[src/design/rpy_pkg.sv]
// rpy_pkg: widths, coefficients and the stage record shared by the rgb565 to
// packed yuv420 converter. No dependencies.

package rpy_pkg;

  localparam int MaxLinePairs = 1024;
  localparam int ColW         = $clog2(MaxLinePairs);
  localparam int CfgW         = 11;
  localparam int PixW         = 16;
  localparam int ByteW        = 8;

  localparam logic [CfgW-1:0] PairsPerLineReset = CfgW'(320);

  // bt.601 style fixed point weights, scaled by 256
  localparam int signed LumaR = 77;
  localparam int signed LumaG = 150;
  localparam int signed LumaB = 29;
  localparam int signed UR    = -43;
  localparam int signed UG    = -85;
  localparam int signed UB    = 128;
  localparam int signed VR    = 128;
  localparam int signed VG    = -107;
  localparam int signed VB    = -21;
  localparam int signed ChromaBias = 128;

  localparam logic [4:0] Mask5 = 5'h1F;
  localparam logic [5:0] Mask6 = 6'h3F;

  // one pair after line tracking, waiting for the color math
  typedef struct packed {
    logic [PixW-1:0] first_pixel;
    logic [PixW-1:0] second_pixel;
    logic            odd_line;
    logic            line_end;
  } rpy_stage_t;

endpackage

[src/design/rpy_if.sv]
// rpy_if: valid/ready channel interfaces of the converter: pixel pair input,
// packed triple output and the line length configuration. Uses rpy_pkg.

interface rpy_pair_if import rpy_pkg::*; ();
  logic            valid;
  logic            ready;
  logic [PixW-1:0] first_pixel;
  logic [PixW-1:0] second_pixel;
  logic            frame_start;

  modport source (output valid, first_pixel, second_pixel, frame_start, input ready);
  modport sink   (input valid, first_pixel, second_pixel, frame_start, output ready);
endinterface

interface rpy_triple_if import rpy_pkg::*; ();
  logic             valid;
  logic             ready;
  logic [ByteW-1:0] chroma_byte;
  logic [ByteW-1:0] luma_left;
  logic [ByteW-1:0] luma_right;
  logic             chroma_is_v;
  logic             line_end;

  modport source (output valid, chroma_byte, luma_left, luma_right, chroma_is_v, line_end,
                  input ready);
  modport sink   (input valid, chroma_byte, luma_left, luma_right, chroma_is_v, line_end,
                  output ready);
endinterface

interface rpy_cfg_if import rpy_pkg::*; ();
  logic            valid;
  logic            ready;
  logic [CfgW-1:0] data;

  modport source (output valid, data, input ready);
  modport sink   (input valid, data, output ready);
endinterface

[src/design/rpy_line_ctrl.sv]
// rpy_line_ctrl: line length register, pair column and line parity tracking,
// and the input register stage. Uses rpy_pkg and the rpy_if interfaces.

module rpy_line_ctrl import rpy_pkg::*; (
  input  logic       clk_i,
  input  logic       rst_ni,
  rpy_pair_if.sink   pix_i,
  rpy_cfg_if.sink    cfg_i,
  output logic       stage_valid_o,
  input  logic       stage_ready_i,
  output rpy_stage_t stage_o
);

  logic [CfgW-1:0] pairs_q;
  logic [ColW-1:0] col_q, col_d;
  logic            odd_q, odd_d;
  logic            stage_valid_q;
  rpy_stage_t      stage_q;

  logic [ColW-1:0] last_col;
  logic [ColW-1:0] col_eff;
  logic            odd_eff;
  logic            last;
  logic            acc;

  assign cfg_i.ready = 1'b1;

  always_ff @(posedge clk_i or negedge rst_ni) begin
    if (!rst_ni) begin
      pairs_q <= PairsPerLineReset;
    end else if (cfg_i.valid) begin
      pairs_q <= cfg_i.data;
    end
  end

  // zero acts as one pair, oversize saturates
  always_comb begin
    if (pairs_q == '0) begin
      last_col = '0;
    end else if (int'(pairs_q) > MaxLinePairs) begin
      last_col = ColW'(MaxLinePairs - 1);
    end else begin
      last_col = ColW'(pairs_q - CfgW'(1));
    end
  end

  assign col_eff = pix_i.frame_start ? '0 : col_q;
  assign odd_eff = pix_i.frame_start ? 1'b0 : odd_q;
  assign last    = (col_eff >= last_col);

  assign pix_i.ready = !stage_valid_q || stage_ready_i;
  assign acc         = pix_i.valid && pix_i.ready;

  always_comb begin
    col_d = col_q;
    odd_d = odd_q;
    if (acc) begin
      if (last) begin
        col_d = '0;
        odd_d = !odd_eff;
      end else begin
        col_d = col_eff + ColW'(1);
        odd_d = odd_eff;
      end
    end
  end

  always_ff @(posedge clk_i or negedge rst_ni) begin
    if (!rst_ni) begin
      col_q         <= '0;
      odd_q         <= 1'b0;
      stage_valid_q <= 1'b0;
    end else begin
      col_q <= col_d;
      odd_q <= odd_d;
      if (pix_i.ready) begin
        stage_valid_q <= pix_i.valid;
      end
    end
  end

  always_ff @(posedge clk_i) begin
    if (acc) begin
      stage_q.first_pixel  <= pix_i.first_pixel;
      stage_q.second_pixel <= pix_i.second_pixel;
      stage_q.odd_line     <= odd_eff;
      stage_q.line_end     <= last;
    end
  end

  assign stage_valid_o = stage_valid_q;
  assign stage_o       = stage_q;

`ifndef NO_ASSERTIONS
  a_frame_even: assert property (@(posedge clk_i) disable iff (!rst_ni)
    acc && pix_i.frame_start |=> stage_valid_q && !stage_q.odd_line)
    else $error("frame start pair not on an even line");

  a_wrap: assert property (@(posedge clk_i) disable iff (!rst_ni)
    acc |=> (stage_q.line_end == (col_q == '0)) &&
            (stage_q.line_end == (odd_q != stage_q.odd_line)))
    else $error("column wrap and parity toggle disagree with line end");

  a_idle_hold: assert property (@(posedge clk_i) disable iff (!rst_ni)
    !acc |=> $stable(col_q) && $stable(odd_q))
    else $error("line state moved without an accepted pair");
`endif

endmodule

[src/design/rpy_convert.sv]
// rpy_convert: rgb565 expansion, luma of both pixels and u or v chroma of the
// left pixel, into the result register. Uses rpy_pkg and rpy_triple_if.

module rpy_convert import rpy_pkg::*; (
  input  logic        clk_i,
  input  logic        rst_ni,
  input  logic        stage_valid_i,
  output logic        stage_ready_o,
  input  rpy_stage_t  stage_i,
  rpy_triple_if.source yuv_o
);

  function automatic logic [ByteW-1:0] luma_of(input logic [PixW-1:0] px);
    logic [ByteW-1:0] r, g, b;
    logic [15:0]      sum;
    r   = {px[15:11] & Mask5, 3'b000};
    g   = {px[10:5] & Mask6, 2'b00};
    b   = {px[4:0] & Mask5, 3'b000};
    // peak is 64088, so the top byte never overflows
    sum = 16'(LumaR * int'(r) + LumaG * int'(g) + LumaB * int'(b));
    return sum[15:8];
  endfunction

  logic [ByteW-1:0]  r0, g0, b0;
  logic signed [16:0] sum_c;
  logic signed [9:0]  chroma_s;
  logic [ByteW-1:0]  chroma;
  logic              acc;
  logic              out_valid_q;

  logic [ByteW-1:0] chroma_q, luma_l_q, luma_r_q;
  logic             is_v_q, line_end_q;

  assign r0 = {stage_i.first_pixel[15:11], 3'b000};
  assign g0 = {stage_i.first_pixel[10:5], 2'b00};
  assign b0 = {stage_i.first_pixel[4:0], 3'b000};

  always_comb begin
    if (stage_i.odd_line) begin
      sum_c = 17'(VR * int'(r0) + VG * int'(g0) + VB * int'(b0));
    end else begin
      sum_c = 17'(UR * int'(r0) + UG * int'(g0) + UB * int'(b0));
    end
    // arithmetic shift gives the floor
    chroma_s = 10'(sum_c >>> 8) + 10'(ChromaBias);
    if (chroma_s < 0) begin
      chroma = '0;
    end else if (chroma_s > 10'sd255) begin
      chroma = '1;
    end else begin
      chroma = chroma_s[7:0];
    end
  end

  assign stage_ready_o = !out_valid_q || yuv_o.ready;
  assign acc           = stage_valid_i && stage_ready_o;

  always_ff @(posedge clk_i or negedge rst_ni) begin
    if (!rst_ni) begin
      out_valid_q <= 1'b0;
    end else if (stage_ready_o) begin
      out_valid_q <= stage_valid_i;
    end
  end

  always_ff @(posedge clk_i) begin
    if (acc) begin
      chroma_q   <= chroma;
      luma_l_q   <= luma_of(stage_i.first_pixel);
      luma_r_q   <= luma_of(stage_i.second_pixel);
      is_v_q     <= stage_i.odd_line;
      line_end_q <= stage_i.line_end;
    end
  end

  assign yuv_o.valid       = out_valid_q;
  assign yuv_o.chroma_byte = chroma_q;
  assign yuv_o.luma_left   = luma_l_q;
  assign yuv_o.luma_right  = luma_r_q;
  assign yuv_o.chroma_is_v = is_v_q;
  assign yuv_o.line_end    = line_end_q;

`ifndef NO_ASSERTIONS
  a_result_follows: assert property (@(posedge clk_i) disable iff (!rst_ni)
    acc |=> out_valid_q)
    else $error("accepted pair produced no result");

  a_tags_carried: assert property (@(posedge clk_i) disable iff (!rst_ni)
    acc |=> (is_v_q == $past(stage_i.odd_line)) && (line_end_q == $past(stage_i.line_end)))
    else $error("line tags lost between stage and result");

  a_chroma_range: assert property (@(posedge clk_i) disable iff (!rst_ni)
    out_valid_q |-> (chroma_q >= 8'd2) && (chroma_q <= 8'd252))
    else $error("chroma outside the reachable range, sign handling slipped");
`endif

endmodule

[src/design/rgb565_to_packed_yuv420.sv]
// rgb565_to_packed_yuv420: top level, line tracking stage then color math
// stage. Uses rpy_pkg, rpy_if, rpy_line_ctrl and rpy_convert.
//
//   port    dir  carries                                         request
//   pix_i   in   first_pixel, second_pixel, frame_start          one pixel pair
//   yuv_o   out  chroma_byte, luma_left, luma_right,             one packed triple
//                chroma_is_v, line_end
//   cfg_i   in   data: pairs_per_line                            one register write
//
// one pair per clock sustained while yuv_o is not stalled; a result reaches yuv_o
// through the input register, then the result register
// reset clears the line position to column zero of an even line and the line
// length to 320 pairs
// a stall on yuv_o backs up through both stages; each stage refills as soon
// as its downstream side frees up

module rgb565_to_packed_yuv420 import rpy_pkg::*; (
  input  logic          clk_i,
  input  logic          rst_ni,
  rpy_pair_if.sink      pix_i,
  rpy_cfg_if.sink       cfg_i,
  rpy_triple_if.source  yuv_o
);

  logic       stage_valid;
  logic       stage_ready;
  rpy_stage_t stage;

  rpy_line_ctrl u_line_ctrl (
    .clk_i         (clk_i),
    .rst_ni        (rst_ni),
    .pix_i         (pix_i),
    .cfg_i         (cfg_i),
    .stage_valid_o (stage_valid),
    .stage_ready_i (stage_ready),
    .stage_o       (stage)
  );

  rpy_convert u_convert (
    .clk_i         (clk_i),
    .rst_ni        (rst_ni),
    .stage_valid_i (stage_valid),
    .stage_ready_o (stage_ready),
    .stage_i       (stage),
    .yuv_o         (yuv_o)
  );

endmodule

[src/flat_wrapper.sv]
// flat-port wrapper written by rule: the top's interface ports become plain ports
module rgb565_to_packed_yuv420_flat import rpy_pkg::*;
  (clk_i, rst_ni, pix_i_valid, pix_i_first_pixel, pix_i_second_pixel, pix_i_frame_start, pix_i_ready, cfg_i_valid, cfg_i_data, cfg_i_ready, yuv_o_valid, yuv_o_chroma_byte, yuv_o_luma_left, yuv_o_luma_right, yuv_o_chroma_is_v, yuv_o_line_end, yuv_o_ready);
  rpy_pair_if pix_i_i ();
  rpy_cfg_if cfg_i_i ();
  rpy_triple_if yuv_o_i ();
  input  logic clk_i;
  input  logic rst_ni;
  input wire logic [$bits(pix_i_i.valid)-1:0] pix_i_valid;
  input wire logic [$bits(pix_i_i.first_pixel)-1:0] pix_i_first_pixel;
  input wire logic [$bits(pix_i_i.second_pixel)-1:0] pix_i_second_pixel;
  input wire logic [$bits(pix_i_i.frame_start)-1:0] pix_i_frame_start;
  output wire logic [$bits(pix_i_i.ready)-1:0] pix_i_ready;
  input wire logic [$bits(cfg_i_i.valid)-1:0] cfg_i_valid;
  input wire logic [$bits(cfg_i_i.data)-1:0] cfg_i_data;
  output wire logic [$bits(cfg_i_i.ready)-1:0] cfg_i_ready;
  output wire logic [$bits(yuv_o_i.valid)-1:0] yuv_o_valid;
  output wire logic [$bits(yuv_o_i.chroma_byte)-1:0] yuv_o_chroma_byte;
  output wire logic [$bits(yuv_o_i.luma_left)-1:0] yuv_o_luma_left;
  output wire logic [$bits(yuv_o_i.luma_right)-1:0] yuv_o_luma_right;
  output wire logic [$bits(yuv_o_i.chroma_is_v)-1:0] yuv_o_chroma_is_v;
  output wire logic [$bits(yuv_o_i.line_end)-1:0] yuv_o_line_end;
  input wire logic [$bits(yuv_o_i.ready)-1:0] yuv_o_ready;
  assign pix_i_i.valid = pix_i_valid;
  assign pix_i_i.first_pixel = pix_i_first_pixel;
  assign pix_i_i.second_pixel = pix_i_second_pixel;
  assign pix_i_i.frame_start = pix_i_frame_start;
  assign pix_i_ready = pix_i_i.ready;
  assign cfg_i_i.valid = cfg_i_valid;
  assign cfg_i_i.data = cfg_i_data;
  assign cfg_i_ready = cfg_i_i.ready;
  assign yuv_o_valid = yuv_o_i.valid;
  assign yuv_o_chroma_byte = yuv_o_i.chroma_byte;
  assign yuv_o_luma_left = yuv_o_i.luma_left;
  assign yuv_o_luma_right = yuv_o_i.luma_right;
  assign yuv_o_chroma_is_v = yuv_o_i.chroma_is_v;
  assign yuv_o_line_end = yuv_o_i.line_end;
  assign yuv_o_i.ready = yuv_o_ready;
  rgb565_to_packed_yuv420 u_core (.clk_i(clk_i), .rst_ni(rst_ni), .pix_i(pix_i_i), .cfg_i(cfg_i_i), .yuv_o(yuv_o_i));
endmodule
[config.mk]
export PLATFORM = sky130hd
export DESIGN_NAME = rgb565_to_packed_yuv420_flat
export DESIGN_NICKNAME = d
export VERILOG_FILES = /design/src/design/rpy_pkg.sv /design/src/design/rpy_if.sv /design/src/design/rpy_line_ctrl.sv /design/src/design/rpy_convert.sv /design/src/design/rgb565_to_packed_yuv420.sv /design/src/flat_wrapper.sv
export SDC_FILE = /design/constraint.sdc
export NUM_CORES = 1
export LEC_CHECK = 0
export BUFFER_PORTS_ARGS = -buffer_cell sky130_fd_sc_hd__clkbuf_2
export CAP_MARGIN = 20
export CORE_MARGIN = 2
export CORE_UTILIZATION = 55
export CTS_CLUSTER_DIAMETER = 80
export DETAILED_ROUTE_END_ITERATION = 16
export GPL_ROUTABILITY_DRIVEN = 0
export GPL_TIMING_DRIVEN = 0
export PLACE_DENSITY = 0.75
export SYNTH_ARGS = -nofsm -noshare
export SYNTH_HDL_FRONTEND = slang
export SYNTH_SLANG_ARGS = --single-unit
[constraint.sdc]
create_clock -name clk_i -period 11.25 [get_ports clk_i]
set_clock_uncertainty 0.05 [all_clocks]
set_input_delay 2.25 -clock clk_i [delete_from_list [all_inputs] [get_ports clk_i]]
set_output_delay 2.25 -clock clk_i [all_outputs]
set_load 0.005 [all_outputs]
==> flow_summary.ini, run 1 <==
[sta]
fin_crit_ns = 7.36
fmax_mhz = 136
period_share_pct = 65.4
finalMaxSlewViolations = 0
max_slew_margin_pct = 44.0
setup_viol = 0
rsz0062_at_grt = no
finalHoldViolations = 0
fin_tns_setup_ns = 0
worst_pin_slew_ns = 0.839

[floorplan]
start_util_pct = 55.7
die_w_um = 155
dieArea_um2 = 24100
core_um2 = 22600
die-height_um = 155
ios = 78
num_rows = 55

[global_routing]
grt_pass1_wl_um = 41100
grt_usage_pct = 21.3
first_global_vias = 8956
antenna_found_initial = 0
grt_max_degree = 44
grt-ovfl-total = 0

[drt]
ant_nets = 0
wl_per_cell_um = 14.5
drt_iter0_drc = 275
drc = 0
avgViaCountPerCell = 5.34
drtPass1Iterations = 7
drt-total-wl_um = 24000
via_count = 8812

[setup_path]
cp-end-kind = register
required_ns = 11.33
crit_path_top_delay_cell = edfxtp_1
path_buf_inv = 6
critical-path-top-delay-family = adder cells
cp-start-kind = register
path_class = register to register
crit_fanout = 11
critPathMaxStageDelay_ns = 0.78
arrival_ns = 7.43

[clock_tree]
postCtsSetupRepairBufs = 0
ctsLongestPathBuffers = 2
cts_hold_buf = 0
htree_levels = 3
cts-root-buf = clkbuf_16
clk_latency_ns = 0.36
cts_tree = done
path_clk_slew_ns = 0.08
cts.sinks = 84
ctsResizeCount = 0
cts_buffers = 9

[cells_and_area]
area_delta_synth_final_pct = 8.42
num_antenna_cells = 0
fin_cells = 1651
finish.utilization_pct = 60.4
drive_above_1_share_pct = 8.86
final_nets = 1804

[yosys]
synth-async-reset-ratio_pct = 28.6
synth_cell_types = 62
synth_enable_flop_cells = 60
synthFlopType = edfxtp_1
synthCells = 1274
netlist_area_um2 = 12600
ys_seq_area_share_pct = 19.1
syn_nets = 1717
synth_warnings = 0
synth-seq-cells = 84
synth_area_per_cell_um2 = 9.87

[status]
outcome = completed

[run]
drv_cap = 0

[placed_design]
port_buffers = 75
dp.cells = 1635
place.detailed.hpwl_um = 20300

[worst_hold_path]
hp-class = register to register
[sequential cells by signal, summed over array words and instances, names as in the netlist]
register / cells
u_core.u_line_ctrl.stage_o: 34
u_core.u_convert.yuv_o.luma_left: 8
u_core.u_convert.yuv_o.luma_right: 8
u_core.u_convert.yuv_o.chroma_byte: 8
u_core.u_line_ctrl.odd_q: 1
u_core.u_convert.yuv_o.chroma_is_v: 1
u_core.u_line_ctrl.col_q: 10
u_core.u_convert.yuv_o.valid: 1
u_core.u_line_ctrl.pairs_q: 11
u_core.u_line_ctrl.stage_valid_o: 1
u_core.u_convert.yuv_o.line_end: 1
[area by class of cell]
| class | count | area [µm²] |
|---|---|---|
| clock inverter | 7 | 73.8 |
| inverter | 262 | 985 |
| clock buffer | 9 | 225 |
| tap | 285 | 357 |
| multi-input combinational | 917 | 9140 |
| sequential | 84 | 2400 |
| fill | 1935 | 8930 |
| buffer | 11 | 52.6 |
| timing repair buffer | 76 | 403 |
[path summary, 6_finish.rpt]
kind / startpoint / to / slack, ns / cells past startpoint
min reg2reg: u_core.u_line_ctrl.stage_o[0] / u_core.u_convert.yuv_o.line_end / 0.40 / 0
max: u_core.u_line_ctrl.stage_o[27] / u_core.u_convert.yuv_o.chroma_byte[7] / 3.89 / 28
max reg2reg: u_core.u_line_ctrl.stage_o[27] / u_core.u_convert.yuv_o.chroma_byte[7] / 3.89 / 28
max in group asynchronous: rst_ni / u_core.u_convert.yuv_o.valid / 8.89 / 1
min: u_core.u_line_ctrl.stage_o[0] / u_core.u_convert.yuv_o.line_end / 0.40 / 0
min in group asynchronous: rst_ni / u_core.u_line_ctrl.pairs_q[3] / 1.84 / 1
[kinds of logic after synthesis]
logic type,after synthesis,share of synthesized area (%)
muxes,13,1.13
and+or+nand+nor,175,7.19
DFF,84,19.1
xor gates and xnor gates,115,8.44
AOI/OAI and AO/OA,218,11.1
buffers and inverters,273,8.24
adders and majority gates,395,44.8
other,1,0.0298
[worst reg2reg max path, delay by kind of cell (launching register included)]
kind,cells,cell delay (ns)
AO/OA/AOI/OAI,8,1.89
XOR/XNOR,2,0.32
adder cells (fa/ha/maj),8,2.98
buffers and inverters,6,0.66
flip-flops,1,0.78
multiplexers,1,0.16
AND/OR/NAND/NOR,3,0.27
[metrics by stage]
step	worst slack (ns)	instance area (µm²)	hold WS (ns)
2_1_floorplan	4.76	12600	0.350
5_1_grt	3.45	13600	0.410
6_report	3.89	13600	0.397
3_5_place_dp	3.95	13300	0.383
3_3_place_gp	4.07	13300	0.370
4_1_cts	3.94	13600	0.407
[routing by layer]
metal | vias to the layer above | wire, µm | global-route usage (%)
met3 | 38 | 844 | 3.12
li1 | 4454 | - | -
met2 | 141 | 11800 | 37.2
met4 | 0 | 665 | 7.12
met5 | - | 0 | 0
met1 | 4179 | 10700 | 27.2
[cell usage after synthesis, types with 10 or more instances]
| cell type | n | share of area [%] |
|---|---|---|
| ha_1 | 302 | 30 |
| inv_1 | 261 | 7.8 |
| fa_1 | 92 | 15 |
| xnor2_1 | 85 | 5.9 |
| a21oi_1 | 83 | 3.3 |
| edfxtp_1 | 60 | 14 |
| nor2_1 | 44 | 1.3 |
| a21o_1 | 30 | 1.8 |
| nor2b_1 | 30 | 1.5 |
| o21ai_0 | 28 | 1.1 |
| nand2_1 | 27 | 0.81 |
| xor2_1 | 26 | 1.8 |
| dfrtp_1 | 22 | 4.4 |
| nor3_1 | 20 | 0.80 |
| o21bai_1 | 20 | 1.2 |
| o21a_1 | 16 | 0.95 |
| nand2b_1 | 11 | 0.55 |
| mux2_2 | 10 | 0.90 |
| o31ai_1 | 10 | 0.60 |
[placed cells by master, fill, tap and decap left out, drive strengths merged, types with 22 or more instances in the layout]
| master | instances |
|---|---|
| clkbuf | 89 |
| dfrtp | 22 |
| xnor2 | 85 |
| fa | 92 |
| nor2b | 30 |
| nand2 | 27 |
| ha | 302 |
| nor2 | 45 |
| edfxtp | 60 |
| inv | 265 |
| xor2 | 26 |
| a21oi | 83 |
| o21ai | 28 |
| a21o | 30 |
Power of run 1 is left out: the tool's default activity adds up to more than one toggle a clock period on the data nets, which glitch-free logic cannot reach.
==> run 2, diff against run 1 <==
- PLACE_DENSITY: 0.75 -> 0.78
- clock period: 11.25 -> 6.6 ns (I/O delays scaled with it)
==> run 2 against run 1 <==
Flip-flop and latch count stayed put. Cell count is 1.2% higher. Sequential share of layout area fell by 0.35 points. Utilization rose by 1.2 points. Fmax is 16% higher. Setup slack got worse by 3.7 ns. Count of clock-buffer cells in the layout did not move. Via count up 2.7%. Wire length up 5.9%.
==> flow_summary.ini, run 2 (synthesized netlist as in run 1, its figures left out) <==
[status]
outcome = completed

[setup_path]
r2r-start = u_core.u_line_ctrl.stage_o[27]
cp-end-kind = register
startpoint = u_core.u_line_ctrl.stage_o[27]
path_class = register to register
critPathMostFrequentCell = ha_4
required_ns = 6.66
arrival_ns = 6.42
cp-start-kind = register
crit_fanout = 7
critPathMaxStageDelay_ns = 0.56
crit_path_top_delay_cell = fa_2

[sta]
max_slew_margin_pct = 43.2
worst_pin_slew_ns = 0.851
setup_viol = 0
fin_tns_setup_ns = 0
fmax_mhz = 157
finalHoldViolations = 0
fin_crit_ns = 6.36
finalMaxSlewViolations = 0
period_share_pct = 96.3

[global_routing]
antenna_found_initial = 0
grt_pass1_wl_um = 41500
first_global_vias = 9161
grt_max_degree = 44
grt-ovfl-total = 0
grt_usage_pct = 21.6

[drt]
drtPass1Iterations = 5
via_count = 9054
ant_nets = 0
drt_iter0_drc = 322
wl_per_cell_um = 15.2
avgViaCountPerCell = 5.42
drc = 0
drt-total-wl_um = 25400

[cells_and_area]
layout_common_cells = ha_1, inv_1, fa_1
final_nets = 1823
num_antenna_cells = 0
layout_commonest_cell = ha_1
largest_reg_flops = 34
area_delta_synth_final_pct = 10.6
drive_above_1_share_pct = 11.5

[clock_tree]
path_clk_slew_ns = 0.08
htree_levels = 3
clk_latency_ns = 0.36
cts_tree = done
cts_buffers = 9
cts.sinks = 84
cts-root-buf = clkbuf_16
cts_hold_buf = 0
ctsLongestPathBuffers = 2

[floorplan]
core_um2 = 22600
die_w_um = 155
dieArea_um2 = 24100
die-height_um = 155
start_util_pct = 55.7
ios = 78
num_rows = 55

[placed_design]
port_buffers = 75
place.detailed.hpwl_um = 20900

[worst_hold_path]
min-delay-start = u_core.u_line_ctrl.stage_o[0]
hp-class = register to register

[run]
drv_cap = 0
## run 2: worst max-delay path, delay by kind of cell, from the launching register on
family | cells | cell delay, ns
DFF | 1 | 0.52
buffers and inverters | 5 | 0.35
AOI/OAI and AO/OA | 8 | 1.59
and+or+nand+nor | 3 | 0.24
muxes | 1 | 0.23
xor gates and xnor gates | 2 | 0.30
adders and majority gates | 8 | 2.81
## run 2: area by class of cell
cell class              count  area, µm²
plain buffers               9       45.0
repair buffers             97        561
fillers                  1830       8660
multi-input cells         917       9260
inverters                 262        985
clock inverters             7       71.3
well taps                 285        357
clock buffers               9        225
flip-flops and latches     84       2400
## run 2: path summary, 6_finish.rpt
kind                                                          to  slack, ns  cells after the start
setup / recovery           u_core.u_convert.yuv_o.chroma_byte[7]       0.24                     27
min in group asynchronous          u_core.u_line_ctrl.pairs_q[3]       0.93                      1
setup reg to reg           u_core.u_convert.yuv_o.chroma_byte[7]       0.24                     27
hold reg to reg                  u_core.u_convert.yuv_o.line_end       0.41                      0
hold / removal                   u_core.u_convert.yuv_o.line_end       0.41                      0
max in group asynchronous               u_core.u_line_ctrl.odd_q       5.15                      1
## run 2: timing repair
item | 4_1_cts | 5_1_grt
setup endpoints to repair | 8 | 8
pin swaps | 2 | 9
cloned | 0 | 0
buffers inserted | 4 | 17
resized for setup | 7 | 13
## run 2: per-stage QoR
stage          cell area (µm²)  cells  hold WS (ns)  utilization (%)  setup slack (ns)
2_1_floorplan            12600   1274         0.350                -             0.113
3_3_place_gp             13300   1634         0.354             59.0            -0.621
3_5_place_dp             13300   1635         0.397             59.1            -0.779
4_1_cts                  13700   1653         0.407             60.6           0.00446
5_1_grt                  13900   1670         0.420             61.6           -0.0401
6_report                 13900   1670         0.406             61.6             0.241
## run 2: layer usage
| metal | track usage, % | routed length (µm) |
|---|---|---|
| met1 | 26.1 | 10700 |
| met2 | 39.1 | 12800 |
| met3 | 2.95 | 1130 |
| met4 | 8.13 | 798 |
| met5 | 0 | 0 |
Power of run 2 is left out for the same reason.
